--- config.mk ---
export PLATFORM = sky130hd
export DESIGN_NAME = row_centered_moving_average
export DESIGN_NICKNAME = d
export VERILOG_FILES = /design/src/rtl/rcma_pkg.sv /design/src/rtl/rcma_fifo.sv /design/src/rtl/rcma_front.sv /design/src/rtl/rcma_back.sv /design/src/rtl/row_centered_moving_average.sv
export VERILOG_INCLUDE_DIRS = /design/src /design/src/rtl
export SDC_FILE = /design/constraint.sdc
export NUM_CORES = 2
export LEC_CHECK = 0
export BUFFER_PORTS_ARGS = -buffer_cell sky130_fd_sc_hd__buf_2
export CAP_MARGIN = 20
export CORE_ASPECT_RATIO = 0.9
export CORE_MARGIN = 1.5
export CORE_UTILIZATION = 45
export CTS_CLUSTER_DIAMETER = 100
export DETAILED_ROUTE_END_ITERATION = 16
export GPL_ROUTABILITY_DRIVEN = 1
export SLEW_MARGIN = 0
export SYNTH_ARGS = -nofsm -noshare
export SYNTH_HDL_FRONTEND = slang
export SYNTH_SLANG_ARGS = --single-unit
--- constraint.sdc ---
create_clock -name clk -period 8.19 [get_ports clk]
set_input_delay 1.638 -clock clk [delete_from_list [all_inputs] [get_ports clk]]
set_output_delay 1.638 -clock clk [all_outputs]
set_load 0.05 [all_outputs]
--- src/rtl/row_centered_moving_average_assert.svh ---
// assertion macros
`ifndef ROW_CENTERED_MOVING_AVERAGE_ASSERT_SVH
`define ROW_CENTERED_MOVING_AVERAGE_ASSERT_SVH
`ifndef SYNTHESIS
`define RCMA_ASSERT_IMP(lbl, clk, rst_n, a, b) \
	lbl: assert property (@(posedge clk) disable iff (!rst_n) (a) |-> (b)) \
		else $error("rcma assertion failed");
`define RCMA_ASSERT_NXT(lbl, clk, rst_n, a, b) \
	lbl: assert property (@(posedge clk) disable iff (!rst_n) (a) |=> (b)) \
		else $error("rcma assertion failed");
`else
`define RCMA_ASSERT_IMP(lbl, clk, rst_n, a, b)
`define RCMA_ASSERT_NXT(lbl, clk, rst_n, a, b)
`endif
`endif

--- src/rtl/rcma_pkg.sv ---
package rcma_pkg;
	localparam int MAX_COLS_DEF = 64;
	localparam int IDX_MAX_W = 10;
	localparam int WS_W = 7;
	localparam logic [WS_W-1:0] WS_RESET = 7'd8;

	typedef struct packed {
		logic [IDX_MAX_W-1:0] first;
		logic [IDX_MAX_W-1:0] last;
		logic                 last_out;
		logic                 err;
	} cmd_t;

	typedef struct packed {
		logic                 en;
		logic [IDX_MAX_W-1:0] addr;
		logic signed [15:0]   data;
	} wr_t;

	typedef enum logic [1:0] {F_ACCEPT, F_ISSUE, F_WAIT} front_st_t;
	typedef enum logic [2:0] {B_IDLE, B_READ, B_PREP, B_DIV, B_OUT} back_st_t;
endpackage

--- src/rtl/rcma_fifo.sv ---
module rcma_fifo (
	input  logic              clk,
	input  logic              arst_n,
	input  logic              push,
	input  rcma_pkg::cmd_t    push_data,
	input  logic              pop,
	output rcma_pkg::cmd_t    pop_data,
	output logic              full,
	output logic              empty
);
	rcma_pkg::cmd_t mem_q [2];
	logic wp_q, rp_q;
	logic [1:0] cnt_q;

	assign full = cnt_q == 2'd2;
	assign empty = cnt_q == 2'd0;
	assign pop_data = mem_q[rp_q];

	always_ff @(posedge clk or negedge arst_n) begin
		if (!arst_n) begin
			wp_q <= 1'b0;
			rp_q <= 1'b0;
			cnt_q <= 2'd0;
		end else begin
			if (push) wp_q <= ~wp_q;
			if (pop) rp_q <= ~rp_q;
			if (push && !pop) cnt_q <= cnt_q + 2'd1;
			else if (pop && !push) cnt_q <= cnt_q - 2'd1;
		end
	end

	always_ff @(posedge clk) begin
		if (push) mem_q[wp_q] <= push_data;
	end
endmodule

--- src/rtl/rcma_front.sv ---
`include "row_centered_moving_average_assert.svh"
module rcma_front #(
	parameter int MAX_COLS = rcma_pkg::MAX_COLS_DEF
) (
	input  logic                     clk,
	input  logic                     arst_n,
	input  logic                     cfg_valid,
	output logic                     cfg_ready,
	input  logic [rcma_pkg::WS_W-1:0] cfg_data,
	input  logic                     in_valid,
	output logic                     in_ready,
	input  logic signed [15:0]       sample,
	input  logic                     last_in_row,
	output rcma_pkg::wr_t            wr,
	output logic                     push,
	output rcma_pkg::cmd_t           cmd,
	input  logic                     q_full,
	input  logic                     q_empty,
	input  logic                     back_busy
);
	localparam int CNT_W = $clog2(MAX_COLS + 1);
	localparam int EXT_W = ((CNT_W > 6) ? CNT_W : 6) + 1;

	rcma_pkg::front_st_t st_q, st_d;
	logic [rcma_pkg::WS_W-1:0] ws_q;
	logic [CNT_W-1:0] len_q, j_q, n_q;
	logic [5:0] half_q;
	logic err_q;
	logic acc, room;
	logic [CNT_W-1:0] n_new;
	logic [EXT_W-1:0] jx, hx, nx, first_x, last_x;

	assign room = len_q < CNT_W'(MAX_COLS);
	assign acc = in_valid && in_ready;
	assign n_new = room ? len_q + CNT_W'(1) : len_q;
	assign cfg_ready = 1'b1;

	always_comb begin
		st_d = st_q;
		case (st_q)
			rcma_pkg::F_ACCEPT: if (acc && last_in_row) st_d = rcma_pkg::F_ISSUE;
			rcma_pkg::F_ISSUE:  if (push && j_q == n_q - CNT_W'(1)) st_d = rcma_pkg::F_WAIT;
			rcma_pkg::F_WAIT:   if (q_empty && !back_busy) st_d = rcma_pkg::F_ACCEPT;
			default:            st_d = rcma_pkg::F_ACCEPT;
		endcase
	end

	always_comb begin
		jx = EXT_W'(j_q);
		hx = EXT_W'(half_q);
		nx = EXT_W'(n_q);
		first_x = (jx >= hx) ? jx - hx : '0;
		last_x = (jx + hx >= nx) ? nx - EXT_W'(1) : jx + hx;
		in_ready = st_q == rcma_pkg::F_ACCEPT;
		push = (st_q == rcma_pkg::F_ISSUE) && !q_full;
		cmd.first = rcma_pkg::IDX_MAX_W'(first_x);
		cmd.last = rcma_pkg::IDX_MAX_W'(last_x);
		cmd.last_out = j_q == n_q - CNT_W'(1);
		cmd.err = err_q;
		wr.en = acc && room;
		wr.addr = rcma_pkg::IDX_MAX_W'(len_q);
		wr.data = sample;
	end

	always_ff @(posedge clk or negedge arst_n) begin
		if (!arst_n) begin
			st_q <= rcma_pkg::F_ACCEPT;
			ws_q <= rcma_pkg::WS_RESET;
			len_q <= '0;
			j_q <= '0;
			n_q <= '0;
			half_q <= '0;
			err_q <= 1'b0;
		end else begin
			st_q <= st_d;
			if (cfg_valid) ws_q <= cfg_data;
			if (acc) begin
				if (last_in_row) begin
					len_q <= '0;
					n_q <= n_new;
					j_q <= '0;
					half_q <= ws_q[6:1];
					err_q <= ws_q == '0;
				end else begin
					len_q <= n_new;
				end
			end
			if (push) j_q <= j_q + CNT_W'(1);
		end
	end

	`RCMA_ASSERT_IMP(a_ready_idle, clk, arst_n, in_ready, q_empty && !back_busy)
	`RCMA_ASSERT_IMP(a_push_room, clk, arst_n, push, !q_full)
	`RCMA_ASSERT_IMP(a_issue_range, clk, arst_n, st_q == rcma_pkg::F_ISSUE, j_q < n_q)
endmodule

--- src/rtl/rcma_back.sv ---
module rcma_back #(
	parameter int MAX_COLS = rcma_pkg::MAX_COLS_DEF
) (
	input  logic               clk,
	input  logic               arst_n,
	input  rcma_pkg::wr_t      wr,
	input  rcma_pkg::cmd_t     cmd,
	input  logic               q_empty,
	output logic               pop,
	output logic               busy,
	output logic               out_valid,
	input  logic               out_ready,
	output logic signed [15:0] smoothed,
	output logic               last_out,
	output logic               window_error
);
	localparam int IDX_W = (MAX_COLS > 1) ? $clog2(MAX_COLS) : 1;
	localparam int CNT_W = $clog2(MAX_COLS + 1);
	localparam int SUM_W = 16 + CNT_W;
	localparam int STEP_W = $clog2(SUM_W + 1);

	logic signed [15:0] mem [MAX_COLS];
	rcma_pkg::back_st_t st_q, st_d;
	logic [IDX_W-1:0] addr_q, lastidx_q;
	logic issuing_q, pend_q, lo_q, err_q, neg_q;
	logic signed [15:0] rd_q;
	logic signed [SUM_W-1:0] sum_q;
	logic [SUM_W-1:0] dvd_q;
	logic [CNT_W:0] rem_q, trial;
	logic [CNT_W-1:0] den_q;
	logic [STEP_W-1:0] step_q;
	logic load_out, qbit;
	logic [SUM_W-1:0] quo_s;
	logic out_valid_q, lo_out_q, err_out_q;
	logic signed [15:0] sm_q;

	assign trial = {rem_q[CNT_W-1:0], dvd_q[SUM_W-1]};
	assign qbit = trial >= {1'b0, den_q};
	assign quo_s = neg_q ? -dvd_q : dvd_q;

	always_comb begin
		st_d = st_q;
		case (st_q)
			rcma_pkg::B_IDLE: if (!q_empty) st_d = rcma_pkg::B_READ;
			rcma_pkg::B_READ: if (!issuing_q && pend_q) st_d = rcma_pkg::B_PREP;
			rcma_pkg::B_PREP: st_d = rcma_pkg::B_DIV;
			rcma_pkg::B_DIV:  if (step_q == STEP_W'(SUM_W - 1)) st_d = rcma_pkg::B_OUT;
			rcma_pkg::B_OUT:  if (!out_valid_q || out_ready) st_d = rcma_pkg::B_IDLE;
			default:          st_d = rcma_pkg::B_IDLE;
		endcase
	end

	always_comb begin
		pop = (st_q == rcma_pkg::B_IDLE) && !q_empty;
		busy = st_q != rcma_pkg::B_IDLE;
		load_out = (st_q == rcma_pkg::B_OUT) && (!out_valid_q || out_ready);
		out_valid = out_valid_q;
		smoothed = sm_q;
		last_out = lo_out_q;
		window_error = err_out_q;
	end

	always_ff @(posedge clk) begin
		if (wr.en) mem[wr.addr[IDX_W-1:0]] <= wr.data;
		if (issuing_q) rd_q <= mem[addr_q];
	end

	always_ff @(posedge clk or negedge arst_n) begin
		if (!arst_n) begin
			st_q <= rcma_pkg::B_IDLE;
			issuing_q <= 1'b0;
			pend_q <= 1'b0;
			out_valid_q <= 1'b0;
		end else begin
			st_q <= st_d;
			if (pop) begin
				issuing_q <= 1'b1;
				pend_q <= 1'b0;
			end else if (st_q == rcma_pkg::B_READ) begin
				pend_q <= issuing_q;
				if (issuing_q && addr_q == lastidx_q) issuing_q <= 1'b0;
			end
			if (load_out) out_valid_q <= 1'b1;
			else if (out_ready) out_valid_q <= 1'b0;
		end
	end

	always_ff @(posedge clk) begin
		if (pop) begin
			addr_q <= cmd.first[IDX_W-1:0];
			lastidx_q <= cmd.last[IDX_W-1:0];
			den_q <= CNT_W'(cmd.last - cmd.first) + CNT_W'(1);
			lo_q <= cmd.last_out;
			err_q <= cmd.err;
			sum_q <= '0;
		end else if (st_q == rcma_pkg::B_READ) begin
			if (issuing_q && addr_q != lastidx_q) addr_q <= addr_q + IDX_W'(1);
			if (pend_q) sum_q <= sum_q + SUM_W'(rd_q);
		end
		if (st_q == rcma_pkg::B_PREP) begin
			neg_q <= sum_q[SUM_W-1];
			dvd_q <= sum_q[SUM_W-1] ? -sum_q : sum_q;
			rem_q <= '0;
			step_q <= '0;
		end
		if (st_q == rcma_pkg::B_DIV) begin
			rem_q <= qbit ? trial - {1'b0, den_q} : trial;
			dvd_q <= {dvd_q[SUM_W-2:0], qbit};
			step_q <= step_q + STEP_W'(1);
		end
		if (load_out) begin
			sm_q <= quo_s[15:0];
			lo_out_q <= lo_q;
			err_out_q <= err_q;
		end
	end
endmodule

--- src/rtl/row_centered_moving_average.sv ---
// Samples are taken one per cycle while a row is collected. For each result of a row, the
// window is summed serially from the row memory (B_READ), then divided by the restoring
// divider (B_PREP, B_DIV) and registered for output (B_OUT).
// The next row is accepted once the last result of a row has left the divider.
// arst_n clears control state asynchronously; the window length register resets to 8.
module row_centered_moving_average #(
	parameter int MAX_COLS = rcma_pkg::MAX_COLS_DEF
) (
	input  logic               clk,
	input  logic               arst_n,
	input  logic               cfg_valid,
	output logic               cfg_ready,
	input  logic [6:0]         cfg_data,
	input  logic               in_valid,
	output logic               in_ready,
	input  logic signed [15:0] sample,
	input  logic               last_in_row,
	output logic               out_valid,
	input  logic               out_ready,
	output logic signed [15:0] smoothed,
	output logic               last_out,
	output logic               window_error
);
	rcma_pkg::wr_t wr;
	rcma_pkg::cmd_t cmd_in, cmd_out;
	logic push, pop, q_full, q_empty, back_busy;

	rcma_front #(.MAX_COLS(MAX_COLS)) u_front (
		.clk(clk), .arst_n(arst_n),
		.cfg_valid(cfg_valid), .cfg_ready(cfg_ready), .cfg_data(cfg_data),
		.in_valid(in_valid), .in_ready(in_ready), .sample(sample),
		.last_in_row(last_in_row), .wr(wr), .push(push), .cmd(cmd_in),
		.q_full(q_full), .q_empty(q_empty), .back_busy(back_busy)
	);

	rcma_fifo u_fifo (
		.clk(clk), .arst_n(arst_n), .push(push), .push_data(cmd_in),
		.pop(pop), .pop_data(cmd_out), .full(q_full), .empty(q_empty)
	);

	rcma_back #(.MAX_COLS(MAX_COLS)) u_back (
		.clk(clk), .arst_n(arst_n), .wr(wr), .cmd(cmd_out), .q_empty(q_empty),
		.pop(pop), .busy(back_busy), .out_valid(out_valid), .out_ready(out_ready),
		.smoothed(smoothed), .last_out(last_out), .window_error(window_error)
	);
endmodule
Word-level counts from Yosys, hierarchy flattened
Memory sizes are Yosys's and may differ from the RTL's. A register that Yosys moved wholly into a read port is not among the register bits.
Cells that the tools add are included.
{"block": "word_totals", "wordCells": 151, "reg_bits": 145, "output_inout_bits": 21, "ramBits": 1060, "input_bits": 29, "n_memories": 2}
{"block": "classes", "add_sub_neg": 16, "n_reduce_logical": 41, "bitwise_logic": 2, "n_eq_ne": 18, "n_lt_le_gt_ge": 4, "muxes": 41}
{"name": "u_back.mem", "words": 64, "word_bits": 16, "read_ports": 1, "rd_ports_with_merged_regs": 1, "wr": 1, "line": "rcma_back.sv:22", "rtl": "logic signed [15:0] mem [MAX_COLS];"}
{"name": "u_fifo.mem_q", "words": 2, "word_bits": 18, "read_ports": 1, "rd_ports_with_merged_regs": 0, "wr": 1, "line": "rcma_fifo.sv:11", "rtl": "rcma_pkg::cmd_t mem_q [2];"}
{"op": "$mux 23", "n": 3}
{"op": "$mux 7", "n": 8}
{"op": "$add 23x16->23", "n": 1}
{"op": "$neg 23->23", "n": 1}
{"op": "$add 7x1->7 const B", "n": 3}
{"op": "$mux 6", "n": 3}
{"op": "$ge 8x7->1", "n": 2}
{"op": "$mux 16", "n": 1}
{"op": "$mux 8", "n": 2}
{"op": "$neg 16->16", "n": 1}
{"op": "$reduce_bool 2->1", "n": 8}
{"op": "$pmux 3 s5", "n": 1}
{"op": "$sub 7x7->7", "n": 2}
{"op": "$logic_and 1x1->1", "n": 13}
{"op": "$mux 3", "n": 4}
{"op": "$mux 1", "n": 11}
{"op": "$mux 2", "n": 5}
{"op": "$mux 5", "n": 2}
{"op": "$ne 2x1->1 const B", "n": 5}
{"op": "$reduce_and 2->1", "n": 5}
{"op": "$add 7x6->8", "n": 1}
{"op": "$sub 7x1->8 const B", "n": 1}
{"op": "$sub 7x6->8", "n": 1}
{"op": "$eq 7x7->1", "n": 1}
{"op": "other kinds (26)", "n": 37}

Logic depth before layout (Yosys ltp)
{"block": "logic_depth", "depth_word": 7, "depth_mapped": 16, "depth_no_buf": 16}

By module
From an unflattened synthesis, not the netlist that was laid out.
{"block": "hier_totals", "cells_unflattened": 2683, "hier_area_um2": 50706.1}
{"module": "rcma_back", "seq_area_each_um2": 34092.7, "area_per_inst_um2": 45994.1, "cells_each": 2261, "n_inst": 1}
{"module": "rcma_front", "seq_area_each_um2": 927.1, "area_per_inst_um2": 2934.1, "cells_each": 338, "n_inst": 1}
{"module": "rcma_fifo", "seq_area_each_um2": 1421.4, "area_per_inst_um2": 1778.0, "cells_each": 84, "n_inst": 1}

Worst setup path before layout
OpenSTA, ideal clock, no wires.
{"block": "synth_timing", "path_kind": "register to register", "startpoint": "register u_front.j_q[2]", "endpoint": "memory u_fifo.mem_q[0][2] (netlist name) (data pin)", "required_time_ns": 7.896, "stages_incl_launch_ff": 13, "setup_ns": 0.294, "arrival_ns": 3.215, "n_path_buf": 1, "path_slack_ns": 4.681, "synth_period_minus_slack_ns": 3.509, "path_cell_list": "dfrtp_1 -> ha_1 -> clkbuf_1 -> o21a_1 -> o31ai_1 -> or2_2 -> xnor2_1 -> inv_1 -> ha_1 -> a2111oi_0 -> a21oi_1 -> a31oi_1 -> mux2i_1"}
{"element": "start: declaration", "line": "rcma_front.sv:26", "rtl": "logic [CNT_W-1:0] len_q, j_q, n_q;"}
{"element": "start signal: assignment", "line": "rcma_front.sv:88", "rtl": "if (push) j_q <= j_q + CNT_W'(1);"}
{"element": "end: declaration", "line": "rcma_fifo.sv:11"}

==> results.cfg <==
[outcome]
outcome = finished, final reports clean

[clocking]
cts_setup_buffers = 0
clk_latency_ns = 0.72
max-clock-path-buffers = 3
htreeDepth = 3
cts_root_buf = clkbuf_16
numCtsBuffers = 119
holdBufCountCts = 0
clk_pin_slew_worst_paths_ns = 0.06
tritoncts = done
cts_sinks = 1217
post_cts_resized = 0

[place]
place_hpwl_um = 69700
dp_cells = 4121
io_buffers = 48
globalplace.congestion = 0.845

[sta]
slew_violations = 0
finalSetupViolations = 0
slew_headroom_pct = 29.3
fin_crit_ns = 3.99
fmax_mhz = 251
tightestPinTransition_ns = 1.06
finClkSkew_ns = 0.0246
tns_ns = 0
finalHoldViolCount = 0
period_share_pct = 48.7
rsz0062_at_grt = false

[min_path]
hp-class = reg -> reg

[final_layout]
layout-drive-gt1-share_pct = 22.9
syn2layout_area_growth_pct = 13.0
finalCoreUtilization_pct = 51.4
fin_nets = 2893
final_common_cell = edfxtp_1
fin_cells = 4360
most-common-layout-cells = edfxtp_1 (1147), mux4_2 (304), nand2_1 (131), nor2_1 (128), clkbuf_16 (121)

[grt]
antenna_found_initial = 3
grt_pass1_vias = 25906
grt_usage_pct = 21.3
grt_max_degree = 144
grt_pass1_wl_um = 176000
overflow = 0

[die]
start_util_pct = 45.5
io_pins = 50
die_w_um = 354
num_rows = 115
core_um2 = 110000
die_h_um = 319
die_area_um2 = 113000

[routing]
post_drt_via_cell_ratio = 5.81
dr.pass1.iters = 8
routedWlPerCell_um = 27.3
drtIter0Drc = 2748
drcViolationCount = 0
wl_um = 119000
antenna_left = 0
vias = 25326

[yosys]
synth_cells = 2645
ys_warn_count = 0
synth_nets = 2747
ys_ff_latch = 1217
synth.yosys.seq_area_share_pct = 72.3
synth_area_leaders = edfxtp_1 (69%), mux4_2 (14%), dfrtp_1 (2.3%)
synth_top_cell_area_share_pct = 69.0
synth_edf_count = 1147
synth_cell_types = 66
synth_top_flop_cell = edfxtp_1
synth_top_cell_by_area = edfxtp_1
syn_area_um2 = 49900
synthArstFlopShare_pct = 3.86
syn_area_per_cell_um2 = 18.9

[pwr]
power_leakage_nw = 18.6
total_power_mw = 20.5
p_sw_share_pct = 33.0
power_density_nw_per_um2 = 364
power_frac_seq_pct = 39.3
clockPowerShare_pct = 26.8
vdd_drop_max_mv = 0.334
p_int_mw = 13.8
p_switching_mw = 6.76
combPwrFrac_pct = 33.9

[setup_path]
worst_ep_required_time_ns = 8.61
worstSetupPathType = reg -> reg
end_kind = register
cp_max_fo = 7
critPathLaunchType = register
critical_path_arrival_ns = 4.41

[run]
drv_cap = 0
metal layers:
metal / vias to the layer above / part of all wire [%] / GRT usage [%]
met5: - / 0.011 / 0
met4: 2 / 2.1 / 4.88
met3: 151 / 6.5 / 3.74
met2: 855 / 48 / 34.0
met1: 13371 / 44 / 30.8
li1: 10947 / - / -
layout make-up:
type,instances,area (um2)
fillers,8756,53200
flip-flops and latches,1217,36100
multi-input cells,1245,13100
clock buffers,162,3260
well taps,1462,1830
repair buffers,151,1220
clock inverters,64,671
inverters,57,214
diodes,2,5.00
path summary, 6_finish.rpt:
path | startpoint | endpoint | slack, ns | depth (start not counted)
setup / recovery | u_front.half_q[1] | u_fifo.mem_q[0][4] | 4.20 | 14
hold / removal | u_back.err_q | u_back.window_error | 0.44 | 0
setup reg to reg | u_front.half_q[1] | u_fifo.mem_q[0][4] | 4.20 | 14
hold reg to reg | u_back.err_q | u_back.window_error | 0.44 | 0
max in group asynchronous | arst_n | u_front.ws_q[3] | 6.67 | 2
min in group asynchronous | arst_n | u_front.ws_q[5] | 0.91 | 1
worst max-delay path, cell delays in order (launching register included):
cell and delay (ns):
dfrtp_1 0.45, inv_1 0.12, ha_1 0.33, inv_1 0.05, a21oi_1 0.14, o21a_1 0.17, o31ai_1 0.08, or2_2 0.29
xnor2_1 0.20, inv_1 0.08, ha_1 0.29, a2111oi_0 0.39, a21oi_1 0.12, a31oi_1 0.75, mux2i_1 0.23
cells in the mapped netlist (5+ instances only):
master	count
a31oi_1	11
xnor2_1	53
o21a_1	6
a22oi_1	14
o41ai_1	7
nor2_1	128
buf_1	28
nand3_1	37
dfxtp_1	23
a21o_1	12
dfrtp_1	46
nand2b_1	17
o31ai_1	14
ha_1	68
clkbuf_1	84
nor3_1	19
and3_1	11
or3_1	6
nor4_1	6
inv_1	57
a21oi_1	59
edfxtp_1	1147
nand4_1	9
a211oi_1	10
fa_1	5
mux2i_1	51
mux2_2	29
nor2b_1	27
and2_1	5
mux4_2	304
nand2_1	131
xor2_1	46
buf_2	13
o21ai_0	105
through the flow:
stage	setup slack [ns]	instance area [um2]	hold WS [ns]
after floorplan	4.68	49900	0.400
after global placement	4.18	52200	0.419
after detailed placement	4.22	52200	0.434
after CTS	4.21	56200	0.449
after global routing	3.70	56400	0.457
final	4.20	56400	0.436
power by group through the flow:
stage	Sequential [mW]	Combinational, mW	Clock (mW)
after floorplan	7.90	5.03	0
after global routing	8.12	7.59	5.85
final	8.06	6.95	5.50
after CTS	8.06	7.01	5.61
after global placement	8.18	6.86	0
after detailed placement	8.19	6.97	0
registers in the layout, summed over array words and instances, names as in the netlist, 2 cells and up:
| register | cells |
|---|---|
| u_fifo.cnt_q | 2 |
| u_back.rem_q | 7 |
| u_front.n_q | 7 |
| u_back.sum_q | 23 |
| u_back.rd_q | 16 |
| u_back.den_q | 7 |
| u_back.step_q | 5 |
| u_front.half_q | 6 |
| u_front.st_q | 2 |
| u_back.lastidx_q | 6 |
| u_back.smoothed | 16 |
| u_fifo.mem_q | 32 |
| u_back.addr_q | 6 |
| u_back.st_q | 3 |
| u_front.ws_q | 7 |
| u_front.j_q | 7 |
| u_back.dvd_q | 23 |
| u_front.len_q | 7 |
| u_back.mem | 1024 |
kinds of logic (layout without fill, tap and decap cells):
kind of cell / count (synthesis) / count (layout) / share of synthesized area (%)
flops: 1217 / 1217 / 72.3
fa+ha+maj: 73 / 73 / 1.91
compound gates: 274 / 274 / 3.40
mux: 384 / 384 / 15.4
simple gates: 414 / 414 / 3.84
buf+inv: 183 / 434 / 1.42
xor+xnor: 99 / 99 / 1.74
other cells: 1 / 3 / 0.00751
No activity file was read; power rests on OpenSTA's default activity.
